===== src/ssidf_pkg.sv =====
// ----------------------------------------------------------------------------
// ssidf_pkg: shared types and codes for the small key set
// Request and status codes, field widths and the per-cell control group.
// ----------------------------------------------------------------------------
package ssidf_pkg;

	localparam int KEY_IN_W = 32;
	localparam int POS_W    = 6;

	localparam logic [1:0] OP_ADD    = 2'd0;
	localparam logic [1:0] OP_REMOVE = 2'd1;
	localparam logic [1:0] OP_FIND   = 2'd2;

	localparam logic [1:0] ST_OK      = 2'd0;
	localparam logic [1:0] ST_PRESENT = 2'd1;
	localparam logic [1:0] ST_ABSENT  = 2'd2;
	localparam logic [1:0] ST_FULL    = 2'd3;

	typedef struct packed {
		logic live;
		logic load;
		logic shift;
	} cell_ctrl_t;

endpackage


===== src/ssidf_intf.sv =====
// ----------------------------------------------------------------------------
// ssidf_intf: request and response channels of the small key set
// Valid/ready channels; a request moves when valid and ready are both high.
// ----------------------------------------------------------------------------
interface ssidf_req_if;
	logic                                valid;
	logic                                ready;
	logic [1:0]                          req_type;
	logic signed [ssidf_pkg::KEY_IN_W-1:0] key;

	modport source (output valid, output req_type, output key, input ready);
	modport sink   (input valid, input req_type, input key, output ready);
endinterface

interface ssidf_rsp_if;
	logic                          valid;
	logic                          ready;
	logic [1:0]                    status;
	logic [ssidf_pkg::POS_W-1:0]   position;

	modport source (output valid, output status, output position, input ready);
	modport sink   (input valid, input status, input position, output ready);
endinterface


===== src/ssidf_cell.sv =====
// ----------------------------------------------------------------------------
// ssidf_cell: one storage cell of the key chain
// Holds one key, compares it with the request key, loads the request key on
// an add and takes its upper neighbour's key when the chain closes a gap.
// ----------------------------------------------------------------------------
module ssidf_cell #(
	parameter int KEY_WIDTH = 32
) (
	input  logic                    clk,
	input  logic                    arst_n,
	input  ssidf_pkg::cell_ctrl_t   ctrl,
	input  logic [KEY_WIDTH-1:0]    req_key,
	input  logic [KEY_WIDTH-1:0]    next_key,
	output logic [KEY_WIDTH-1:0]    cell_key,
	output logic                    hit_s1
);

	logic [KEY_WIDTH-1:0] key_q;

	always_ff @(posedge clk) begin
		if (ctrl.load) begin
			key_q <= req_key;
		end else if (ctrl.shift) begin
			key_q <= next_key;
		end
	end

	always_ff @(posedge clk or negedge arst_n) begin
		if (!arst_n) begin
			hit_s1 <= 1'b0;
		end else begin
			hit_s1 <= ctrl.live && (key_q == req_key);
		end
	end

	assign cell_key = key_q;

endmodule


===== src/ssidf_encoder.sv =====
// ----------------------------------------------------------------------------
// ssidf_encoder: hit vector to position
// Turns the per-cell hit flags into a found flag and a binary index.
// ----------------------------------------------------------------------------
module ssidf_encoder #(
	parameter int N     = 64,
	parameter int IDX_W = 6
) (
	input  logic             clk,
	input  logic             arst_n,
	input  logic [N-1:0]     hit,
	output logic             found_s2,
	output logic [IDX_W-1:0] idx_s2
);

	logic [IDX_W-1:0] idx;

	always_comb begin
		idx = '0;
		for (int i = 0; i < N; i++) begin
			if (hit[i]) begin
				idx = idx | IDX_W'(i);
			end
		end
	end

	always_ff @(posedge clk or negedge arst_n) begin
		if (!arst_n) begin
			found_s2 <= 1'b0;
			idx_s2   <= '0;
		end else begin
			found_s2 <= |hit;
			idx_s2   <= idx;
		end
	end

endmodule


===== src/small_set_insert_delete_find.sv =====
// ----------------------------------------------------------------------------
// small_set_insert_delete_find: bounded key set in insertion order
// A request on req adds, removes or looks up one key; each request gives
// exactly one response on rsp with a status and the key's position.
//   Status: ok, already present, not present, set full.
//   Keys live in a chain of cells; a removal moves every later key down one
//   cell so the set stays packed from cell 0.
// Timing: a request is taken in the idle state, the cells compare it in the
//   next cycle, the hit vector is encoded in the one after, and the update
//   and response register are written in the update step. The set takes no
//   new request until the current one has left its update step, after the
//   compare, encode and update steps through the cell chain.
// Stall: a waiting response does not block the next request; a finished
//   request holds in its update step until the response register is free.
// Reset: the set is empty and no response is pending. Cell contents are
//   not cleared; only cells below the fill count are ever compared.
// ----------------------------------------------------------------------------
module small_set_insert_delete_find #(
	parameter int CAPACITY  = 64,
	parameter int KEY_WIDTH = 32
) (
	input  logic             clk,
	input  logic             arst_n,
	ssidf_req_if.sink        req,
	ssidf_rsp_if.source      rsp
);

	localparam int CNT_W = $clog2(CAPACITY + 1);
	localparam int IDX_W = (CAPACITY > 1) ? $clog2(CAPACITY) : 1;

	typedef enum logic [1:0] {S_IDLE, S_CMP, S_ENC, S_APPLY} state_t;

	state_t                      state_q;
	logic [1:0]                  op_q;
	logic [KEY_WIDTH-1:0]        key_q;
	logic [CNT_W-1:0]            count_q;
	logic                        rsp_valid_q;
	logic [1:0]                  status_q;
	logic [ssidf_pkg::POS_W-1:0] position_q;

	logic [CAPACITY-1:0]         hit_s1;
	logic                        found_s2;
	logic [IDX_W-1:0]            idx_s2;
	logic [KEY_WIDTH-1:0]        cell_key [CAPACITY];

	logic                        go;
	logic                        full;
	logic                        add_ok;
	logic                        rm_ok;
	logic [1:0]                  status_d;
	logic [ssidf_pkg::POS_W-1:0] position_d;

	assign req.ready    = (state_q == S_IDLE);
	assign rsp.valid    = rsp_valid_q;
	assign rsp.status   = status_q;
	assign rsp.position = position_q;

	assign go     = (state_q == S_APPLY) && (!rsp_valid_q || rsp.ready);
	assign full   = (count_q == CNT_W'(CAPACITY));
	assign add_ok = (op_q == ssidf_pkg::OP_ADD) && !full && !found_s2;
	assign rm_ok  = (op_q == ssidf_pkg::OP_REMOVE) && found_s2;

	always_comb begin
		status_d   = ssidf_pkg::ST_ABSENT;
		position_d = '0;
		case (op_q)
			ssidf_pkg::OP_ADD: begin
				if (full) begin
					status_d = ssidf_pkg::ST_FULL;
				end else if (found_s2) begin
					status_d = ssidf_pkg::ST_PRESENT;
				end else begin
					status_d   = ssidf_pkg::ST_OK;
					position_d = ssidf_pkg::POS_W'(count_q);
				end
			end
			ssidf_pkg::OP_REMOVE, ssidf_pkg::OP_FIND: begin
				if (found_s2) begin
					status_d   = ssidf_pkg::ST_OK;
					position_d = ssidf_pkg::POS_W'(idx_s2);
				end
			end
			default: begin
				status_d = ssidf_pkg::ST_ABSENT;
			end
		endcase
	end

	for (genvar i = 0; i < CAPACITY; i++) begin : g_cell
		ssidf_pkg::cell_ctrl_t ctrl;
		logic [KEY_WIDTH-1:0]  next_key;

		assign ctrl.live  = (CNT_W'(i) < count_q);
		assign ctrl.load  = go && add_ok && (CNT_W'(i) == count_q);
		assign ctrl.shift = go && rm_ok && (IDX_W'(i) >= idx_s2)
			&& (CNT_W'(i + 1) < count_q);

		if (i + 1 < CAPACITY) begin : g_mid
			assign next_key = cell_key[i + 1];
		end else begin : g_end
			assign next_key = cell_key[i];
		end

		ssidf_cell #(
			.KEY_WIDTH(KEY_WIDTH)
		) u_cell (
			.clk     (clk),
			.arst_n  (arst_n),
			.ctrl    (ctrl),
			.req_key (key_q),
			.next_key(next_key),
			.cell_key(cell_key[i]),
			.hit_s1  (hit_s1[i])
		);
	end

	ssidf_encoder #(
		.N    (CAPACITY),
		.IDX_W(IDX_W)
	) u_encoder (
		.clk     (clk),
		.arst_n  (arst_n),
		.hit     (hit_s1),
		.found_s2(found_s2),
		.idx_s2  (idx_s2)
	);

	always_ff @(posedge clk or negedge arst_n) begin
		if (!arst_n) begin
			state_q     <= S_IDLE;
			op_q        <= ssidf_pkg::OP_FIND;
			key_q       <= '0;
			count_q     <= '0;
			rsp_valid_q <= 1'b0;
			status_q    <= ssidf_pkg::ST_OK;
			position_q  <= '0;
		end else begin
			if (go) begin
				rsp_valid_q <= 1'b1;
			end else if (rsp.ready) begin
				rsp_valid_q <= 1'b0;
			end
			case (state_q)
				S_IDLE: begin
					if (req.valid) begin
						op_q    <= req.req_type;
						key_q   <= KEY_WIDTH'(req.key);
						state_q <= S_CMP;
					end
				end
				S_CMP: begin
					state_q <= S_ENC;
				end
				S_ENC: begin
					state_q <= S_APPLY;
				end
				S_APPLY: begin
					if (go) begin
						status_q    <= status_d;
						position_q  <= position_d;
						if (add_ok) begin
							count_q <= count_q + CNT_W'(1);
						end else if (rm_ok) begin
							count_q <= count_q - CNT_W'(1);
						end
						state_q <= S_IDLE;
					end
				end
				default: begin
					state_q <= S_IDLE;
				end
			endcase
		end
	end

`ifndef SYNTHESIS
	a_count_bound: assert property (@(posedge clk) disable iff (!arst_n)
		count_q <= CNT_W'(CAPACITY))
		else $error("fill count beyond capacity");

	a_single_hit: assert property (@(posedge clk) disable iff (!arst_n)
		$onehot0(hit_s1))
		else $error("key held in more than one cell");

	a_add_grows: assert property (@(posedge clk) disable iff (!arst_n)
		go && add_ok |=> count_q == $past(count_q) + CNT_W'(1))
		else $error("successful add did not grow the set");

	a_rsp_after_apply: assert property (@(posedge clk) disable iff (!arst_n)
		go |=> rsp_valid_q && (state_q == S_IDLE))
		else $error("update step gave no response");
`endif

endmodule

===== src/flat_wrapper.sv =====
// flat-port wrapper written by rule: the top's interface ports become plain ports
module small_set_insert_delete_find_flat 
#(
	parameter int CAPACITY  = 64,
	parameter int KEY_WIDTH = 32
)
  (clk, arst_n, req_valid, req_req_type, req_key, req_ready, rsp_valid, rsp_status, rsp_position, rsp_ready);
  ssidf_req_if req_i ();
  ssidf_rsp_if rsp_i ();
  input  logic clk;
  input  logic arst_n;
  input wire logic [$bits(req_i.valid)-1:0] req_valid;
  input wire logic [$bits(req_i.req_type)-1:0] req_req_type;
  input wire logic [$bits(req_i.key)-1:0] req_key;
  output wire logic [$bits(req_i.ready)-1:0] req_ready;
  output wire logic [$bits(rsp_i.valid)-1:0] rsp_valid;
  output wire logic [$bits(rsp_i.status)-1:0] rsp_status;
  output wire logic [$bits(rsp_i.position)-1:0] rsp_position;
  input wire logic [$bits(rsp_i.ready)-1:0] rsp_ready;
  assign req_i.valid = req_valid;
  assign req_i.req_type = req_req_type;
  assign req_i.key = req_key;
  assign req_ready = req_i.ready;
  assign rsp_valid = rsp_i.valid;
  assign rsp_status = rsp_i.status;
  assign rsp_position = rsp_i.position;
  assign rsp_i.ready = rsp_ready;
  small_set_insert_delete_find #(.CAPACITY(CAPACITY), .KEY_WIDTH(KEY_WIDTH)) u_core (.clk(clk), .arst_n(arst_n), .req(req_i), .rsp(rsp_i));
endmodule

===== config.mk =====
export PLATFORM = sky130hd
export DESIGN_NAME = small_set_insert_delete_find_flat
export DESIGN_NICKNAME = d
export VERILOG_FILES = /design/src/ssidf_pkg.sv /design/src/ssidf_intf.sv /design/src/ssidf_cell.sv /design/src/ssidf_encoder.sv /design/src/small_set_insert_delete_find.sv /design/src/flat_wrapper.sv
export SDC_FILE = /design/constraint.sdc
export NUM_CORES = 2
export LEC_CHECK = 0
export ABC_AREA = 1
export BUFFER_PORTS_ARGS = -buffer_cell sky130_fd_sc_hd__buf_2
export CELL_PAD_IN_SITES_DETAIL_PLACEMENT = 1
export CELL_PAD_IN_SITES_GLOBAL_PLACEMENT = 2
export CORE_AREA = 2 2 701 703
export CTS_CLUSTER_SIZE = 14
export DETAILED_ROUTE_END_ITERATION = 10
export DIE_AREA = 0 0 703 705
export GPL_ROUTABILITY_DRIVEN = 0
export PLACE_DENSITY = 0.64
export RECOVER_POWER = 25
export REMOVE_ABC_BUFFERS = 1
export SYNTH_ARGS = -nofsm -noshare
export SYNTH_HDL_FRONTEND = slang
export SYNTH_SLANG_ARGS = --single-unit

===== constraint.sdc =====
create_clock -name clk -period 8.5 [get_ports clk]
set_input_delay 2.125 -clock clk [delete_from_list [all_inputs] [get_ports clk]]
set_output_delay 2.125 -clock clk [all_outputs]
set_load 0.02 [all_outputs]

After elaboration in Yosys (flattened, before gate mapping)
Index checks and enable logic that the tools add are counted.

Divide/modulo/power cells: 0. Bitwise gates (word level): 0. Equality and inequality tests: 136. Reduce and logical (&&, ||, !) cells: 337. Shift operators: 0. $add $sub $neg: 2. $lt $le $gt $ge: 127. Mux-type cells: 294. Multipliers: 0.

Operator list (number): 32-bit 2-to-1 mux (192); 32-bit equality test (64); 1-bit logical AND (260); 6-bit 2-to-1 mux (41); 6-bit by 7-bit equality test with 1-bit output, first input constant (32); 6-bit by 7-bit less-than comparator with 1-bit output, first input constant (32); 6-bit >= comparator, first input constant (31); 2-bit nonzero test (64); 5-bit by 7-bit equality test with 1-bit output, first input constant (16); 5-bit by 7-bit less-than comparator with 1-bit output, first input constant (16); 5-bit by 6-bit >= comparator with 1-bit output, first input constant (16); 5-bit 2-to-1 mux (16); 64-bit OR reduction (1); 7-bit 2-to-1 mux (9); 4-bit by 7-bit equality test with 1-bit output, first input constant (8); 4-bit by 7-bit less-than comparator with 1-bit output, first input constant (8); 4-bit by 6-bit >= comparator with 1-bit output, first input constant (8); 2-bit 2-to-1 mux (16); 4-bit 2-to-1 mux (8); 3-bit by 7-bit equality test with 1-bit output, first input constant (4); 3-bit by 7-bit less-than comparator with 1-bit output, first input constant (4); 3-bit by 6-bit >= comparator with 1-bit output, first input constant (4); 2-bit by 7-bit equality test with 1-bit output, first input constant (2); 1-bit by 7-bit less-than comparator with 1-bit output, first input constant (2); other kinds (24) (42).

Bits in registers: 2171. Latch bits: 0. Memories kept: 0. Input port bits: 38. Memory bits (writable): 0. Bits in read-only memories: 0.

Depth between registers and ports, before layout
Word-level depth: 63. Depth in mapped cells: 14. Mapped depth without buffers: 11.

Cells and area by module
From an unflattened synthesis, not the netlist that was laid out.

Cell total of the unflattened synthesis: 17100. Area total of the unflattened synthesis: 128219.2 um2.

By module, submodules not included: ssidf_cell (seq. area each 985.9 um2, times used 64, cells an instance 255, area each 1924.3 um2); small_set_insert_delete_find (seq. area each 1302.5 um2, times used 1, cells an instance 665, area each 4434.3 um2); ssidf_encoder (seq. area each 175.2 um2, times used 1, cells an instance 115, area each 626.9 um2).

Worst setup path before layout
Ideal clock, no wire load.

Kind: input -> register. Start: input port rsp_ready. End: register u_core.g_cell[13].u_cell.key_q[0], enable pin. Cell stages on the path: 8. Required time: 8.030 ns. Arrival time: 5.615 ns. Slack: 2.415 ns. Path buffers: 2. Library setup time: 0.470 ns. Cells stage by stage: inv_1 > nand2_1 > nand2_1 > buf_2 > nor2_2 > clkinv_1 > buf_1 > o31ai_1.

Cells in the longest elaborated chain, start to end: 6. Elaborated cells on any way between the ends: 8. Classes of those cells: 8 x reduce/logical.

RTL lines: start: declaration (line flat_wrapper.sv:19) `input wire logic [$bits(rsp_i.ready)-1:0] rsp_ready;`; 1-bit logical OR (*) (line small_set_insert_delete_find.sv:58) `assign go = (state_q == S_APPLY) && (!rsp_valid_q || rsp.ready);`; 1-bit logical AND (*) (line small_set_insert_delete_find.sv:58); 1-bit logical AND (2 in a row) (line small_set_insert_delete_find.sv:95) `assign ctrl.shift = go && rm_ok && (IDX_W'(i) >= idx_s2)`; 1-bit logical AND (line small_set_insert_delete_find.sv:96) `&& (CNT_W'(i + 1) < count_q);`; 2-bit nonzero test (no line) (*); end signal: assignment (line ssidf_cell.sv:22) `key_q <= req_key;`; end signal: assignment (line ssidf_cell.sv:24) `key_q <= next_key;`; end: declaration (line ssidf_cell.sv:18) `logic [KEY_WIDTH-1:0] key_q;`.

Mark *: on every way between the ends. The rest lies on a longest branch, timed or not. A chain may end at the register's enable or synchronous reset.

Worst setup path after layout
Start: register u_core.key_q[19]. End: register u_core.g_cell[42].u_cell.hit_s1.

Cells in the longest elaborated chain, start to end: 2.

RTL lines: start: declaration (line small_set_insert_delete_find.sv:35) `logic [KEY_WIDTH-1:0] key_q;`; start signal: assignment (line small_set_insert_delete_find.sv:147) `key_q <= KEY_WIDTH'(req.key);`; 32-bit equality test (line ssidf_cell.sv:32) `hit_s1 <= ctrl.live && (key_q == req_key);`; 1-bit logical AND (line ssidf_cell.sv:32); end signal: assignment (line ssidf_cell.sv:32); end: declaration (line ssidf_cell.sv:15) `output logic hit_s1`.

Every way passes these cells.

==> results.yml <==
timing:
  final_period_minus_worst_setup_slack_ns: 7.359
  max_freq_mhz: 135.9
  timing_worst_slew_pin_value_ns: 6.361
  finalHoldViolCount: 0
  fin_worst_skew_ns: 0.04792
  fin_tns_setup_ns: 0
  setup_violations: 0
  slew_headroom_pct: -324.1
  postLayoutSetupSlackWorst_ns: 1.141
  timing.final.crit_share_pct: 86.58
  maxSlewViolCount: 1837
  rsz_0062_raised_after_global_routing: "no"
clocking:
  cts_htree_levels: 5
  cts_tree: "done"
  clock_path_buffers: 4
  postCtsHoldBufs: 0
  numCtsBuffers: 276
  cts_setup_buffers: 0
  worst_setup_hold_path_clk_slew_ns: 0.06
  clock-sinks: 2171
  worstSkewPairLatency_ns: 0.98
  ctsResizeCount: 0
  root_buffer: "sky130_fd_sc_hd__clkbuf_16"
grt:
  grt_usage_pct: 23.54
  initial_antenna_violation_count: 88
  grt_pass1_vias: 102600
  overflow: 0
  wire_length_of_the_first_global_routing_pass_um: 828100
  grt_start_max_net_pins: 67
final_layout:
  drive_above_1_share_pct: 5.870
  fillCellCount: 57810
  layout.cells.most_common: "sky130_fd_sc_hd__nand2_1"
  finalCoreUtilization_pct: 28.20
  design.final.nets: 14680
  leading_cell_types_in_the_layout_fill_and_taps_excluded: "6783 x sky130_fd_sc_hd__nand2_1, 2048 x sky130_fd_sc_hd__edfxtp_1, 1326 x sky130_fd_sc_hd__o21ai_0"
  areaGrowthSynthToFinish_pct: 13.25
synth:
  synthTopCellsByArea: "sky130_fd_sc_hd__edfxtp_1 51%, sky130_fd_sc_hd__nand2_1 21%, sky130_fd_sc_hd__o21ai_0 5.5%"
  gate_count_after_technology_mapping: 14930
  synth.cell_area_um2: 121600
  postSynthRegisterBits: 2171
  synth_area_leader_cell: "sky130_fd_sc_hd__edfxtp_1"
  synthesized_area_divided_by_synthesized_cell_count_um2: 8.143
  netlist.area_leader.share_pct: 50.60
  seq_area_frac_synth_pct: 53.13
  number_of_distinct_standard_cells_referenced_by_the_synthesized_netlist: 41
  synthesis.yosys.warnings: 0
routing:
  remaining_drc_errors: 0
  antenna_violating_nets_post_route: 0
  vias: 103900
  routed_wl_um: 600600
  wl_per_cell_um: 28.15
  firstDrtPassIters: 6
  per_cell_via_count_in_the_routed_design: 4.869
  initial_detailed_routing_violation_count: 10580
power:
  worst_ir_drop_vdd_v: 0.0001984
  pwr-share-seq_pct: 32.3
  combinationalPowerShare_pct: 37.8
  net-switching-power_w: 0.01825
  power_report.internal_total_w: 0.02176
  p_leak_nw: 56.91
  clock_power_share_pct: 30.0
  power.density_cell_area_nw_per_um2: 290.7
  switching_share_pct: 45.61
critical_path:
  cp_data_required_time_ns: 9.29
  crit_path_max_fanout: 40
  timing.critical_path.arrival_ns: 8.15
  critical_path.endpoint_type: "flop"
  worstSetupStartpointType: "flop"
  worst-setup-path-type: "flop to flop"
die:
  rows: 257
  die_w_um: 703
  die_area_um2: 495600
  initial_core_util_pct: 24.90
  core_area_um2: 488100
  pin_count: 48
  die_y_um: 705
placed_design:
  dp_slack_ns: 1.501
  io_buffer_count: 47
  dp.final_hpwl_um: 410600
min_path:
  tightest_hold_check_type: "flop to flop"
outcome:
  failed_checks: "capacitance limit, slew limit"
  run_status: "finished with violations"
job:
  max-cap-violations: 59
## cell usage after synthesis
master	n
sky130_fd_sc_hd__buf_6	2
sky130_fd_sc_hd__clkbuf_2	1
sky130_fd_sc_hd__buf_4	9
sky130_fd_sc_hd__xnor2_1	421
sky130_fd_sc_hd__buf_2	385
sky130_fd_sc_hd__xor2_1	725
sky130_fd_sc_hd__o22ai_1	11
sky130_fd_sc_hd__o211ai_1	10
sky130_fd_sc_hd__nor2_1	1149
sky130_fd_sc_hd__or2_2	15
sky130_fd_sc_hd__clkinv_1	13
sky130_fd_sc_hd__nand4_1	46
sky130_fd_sc_hd__o21a_1	1
sky130_fd_sc_hd__buf_1	68
sky130_fd_sc_hd__nor2_2	28
sky130_fd_sc_hd__nor3_1	132
sky130_fd_sc_hd__edfxtp_1	2048
sky130_fd_sc_hd__dfstp_2	1
sky130_fd_sc_hd__nor2_8	1
sky130_fd_sc_hd__a21oi_1	64
sky130_fd_sc_hd__nand3_1	221
sky130_fd_sc_hd__and2_0	1
sky130_fd_sc_hd__nand2_1	6800
sky130_fd_sc_hd__a31oi_1	4
sky130_fd_sc_hd__o31ai_1	7
sky130_fd_sc_hd__ha_1	12
sky130_fd_sc_hd__inv_2	10
sky130_fd_sc_hd__dfrtp_1	122
sky130_fd_sc_hd__nor4_1	9
sky130_fd_sc_hd__inv_1	689
sky130_fd_sc_hd__and3_1	1
sky130_fd_sc_hd__nor2_4	2
sky130_fd_sc_hd__clkbuf_1	522
sky130_fd_sc_hd__o21ai_0	1344
sky130_fd_sc_hd__nand3b_1	2
sky130_fd_sc_hd__nand2_2	1
sky130_fd_sc_hd__nand3_2	7
sky130_fd_sc_hd__nand3_4	1
sky130_fd_sc_hd__o2111ai_1	2
sky130_fd_sc_hd__or2_0	1
sky130_fd_sc_hd__o21ai_1	39
## power groups by stage
| stage | combinational (W) | clock, W | sequential, W |
|---|---|---|---|
| after global routing | 0.0156 | 0.0125 | 0.0129 |
| after CTS | 0.0150 | 0.0122 | 0.0129 |
| after global placement | 0.0149 | 0 | 0.0131 |
| after detailed placement | 0.0149 | 0 | 0.0131 |
| after floorplan | 0.00519 | 0 | 0.0136 |
| final | 0.0151 | 0.0120 | 0.0129 |
## registers in the layout, indices dropped and copies added, names as in the netlist
name	flops
u_core.rsp.position	6
u_core.u_encoder.found_s2	1
u_core.key_q	32
u_core.rsp.valid	1
u_core.count_q	7
u_core.u_encoder.idx_s2	6
u_core.g_cell.u_cell.cell_key	2048
u_core.rsp.status	2
u_core.g_cell.u_cell.hit_s1	64
u_core.state_q	2
u_core.op_q	2
## critical path, cell delays in order, from the launching register on
cell	delay, ns
sky130_fd_sc_hd__dfrtp_1	0.98
sky130_fd_sc_hd__clkbuf_1	3.35
sky130_fd_sc_hd__clkbuf_1	1.51
sky130_fd_sc_hd__o21ai_0	0.27
sky130_fd_sc_hd__nor2_1	0.16
sky130_fd_sc_hd__nand2_1	0.06
sky130_fd_sc_hd__nor2_1	0.16
sky130_fd_sc_hd__nand3_1	0.12
sky130_fd_sc_hd__nor2_1	0.35
## layer usage
metal	part of all wire (%)	vias up	global-route usage, %
met5	0.011	-	0
met4	3.2	10	6.625
met3	5.7	818	2.608
met2	46	3116	38.72
met1	45	52970	32.60
li1	-	46970	-
## worst paths after layout
check / start / endpoint / slack, ns / cells past startpoint
setup / recovery: u_core.key_q[19]$_DFFE_PN0P_ / u_core.g_cell[42].u_cell.hit_s1$_DFF_PN0_ / 1.14 / 8
hold / removal: u_core.g_cell[30].u_cell.cell_key[31]$_DFFE_PP_ / u_core.g_cell[29].u_cell.cell_key[31]$_DFFE_PP_ / 0.54 / 2
setup reg to reg: u_core.key_q[19]$_DFFE_PN0P_ / u_core.g_cell[42].u_cell.hit_s1$_DFF_PN0_ / 1.14 / 8
hold reg to reg: u_core.g_cell[30].u_cell.cell_key[31]$_DFFE_PP_ / u_core.g_cell[29].u_cell.cell_key[31]$_DFFE_PP_ / 0.54 / 2
max in group asynchronous: arst_n / u_core.g_cell[50].u_cell.hit_s1$_DFF_PN0_ / 1.68 / 2
min in group asynchronous: arst_n / u_core.key_q[9]$_DFFE_PN0P_ / 2.10 / 1
## metrics by stage
stage	std cells	total power (W)	hold slack (ns)	area [µm²]
finish	21340	0.04002	0.5371	137700
global route	21320	0.04102	0.5574	137600
detailed placement	20820	0.02807	0.5271	129300
CTS	21310	0.04008	0.5352	138100
global placement	20820	0.02801	0.5172	129300
floorplan	13940	0.01877	0.4673	117300
## area by class of cell
cell class,count,area [µm²],share of cell area [%]
Timing Repair Buffer,409,2962,2.151
Clock inverter,146,1364,0.9907
Tap cell,6475,8102,5.885
Clock buffer,344,7413,5.385
Multi-Input combinational cell,11060,50330,36.56
Antenna cell,22,55.05,0.03999
Sequential cell,2171,64640,46.96
Inverter,712,2790,2.027
## kinds of logic (layout without fill, tap and decap cells)
family | after synthesis | count (layout) | share of synthesized area, %
xor+xnor | 1146 | 1146 | 8.258
simple gates | 8417 | 8417 | 26.65
buf+inv | 1699 | 1611 | 5.684
compound gates | 1482 | 1482 | 6.161
fa+ha+maj | 12 | 12 | 0.1235
flops | 2171 | 2171 | 53.13
other cells | 0 | 22 | 0
Note: power is estimated with default switching activity, not from simulation.
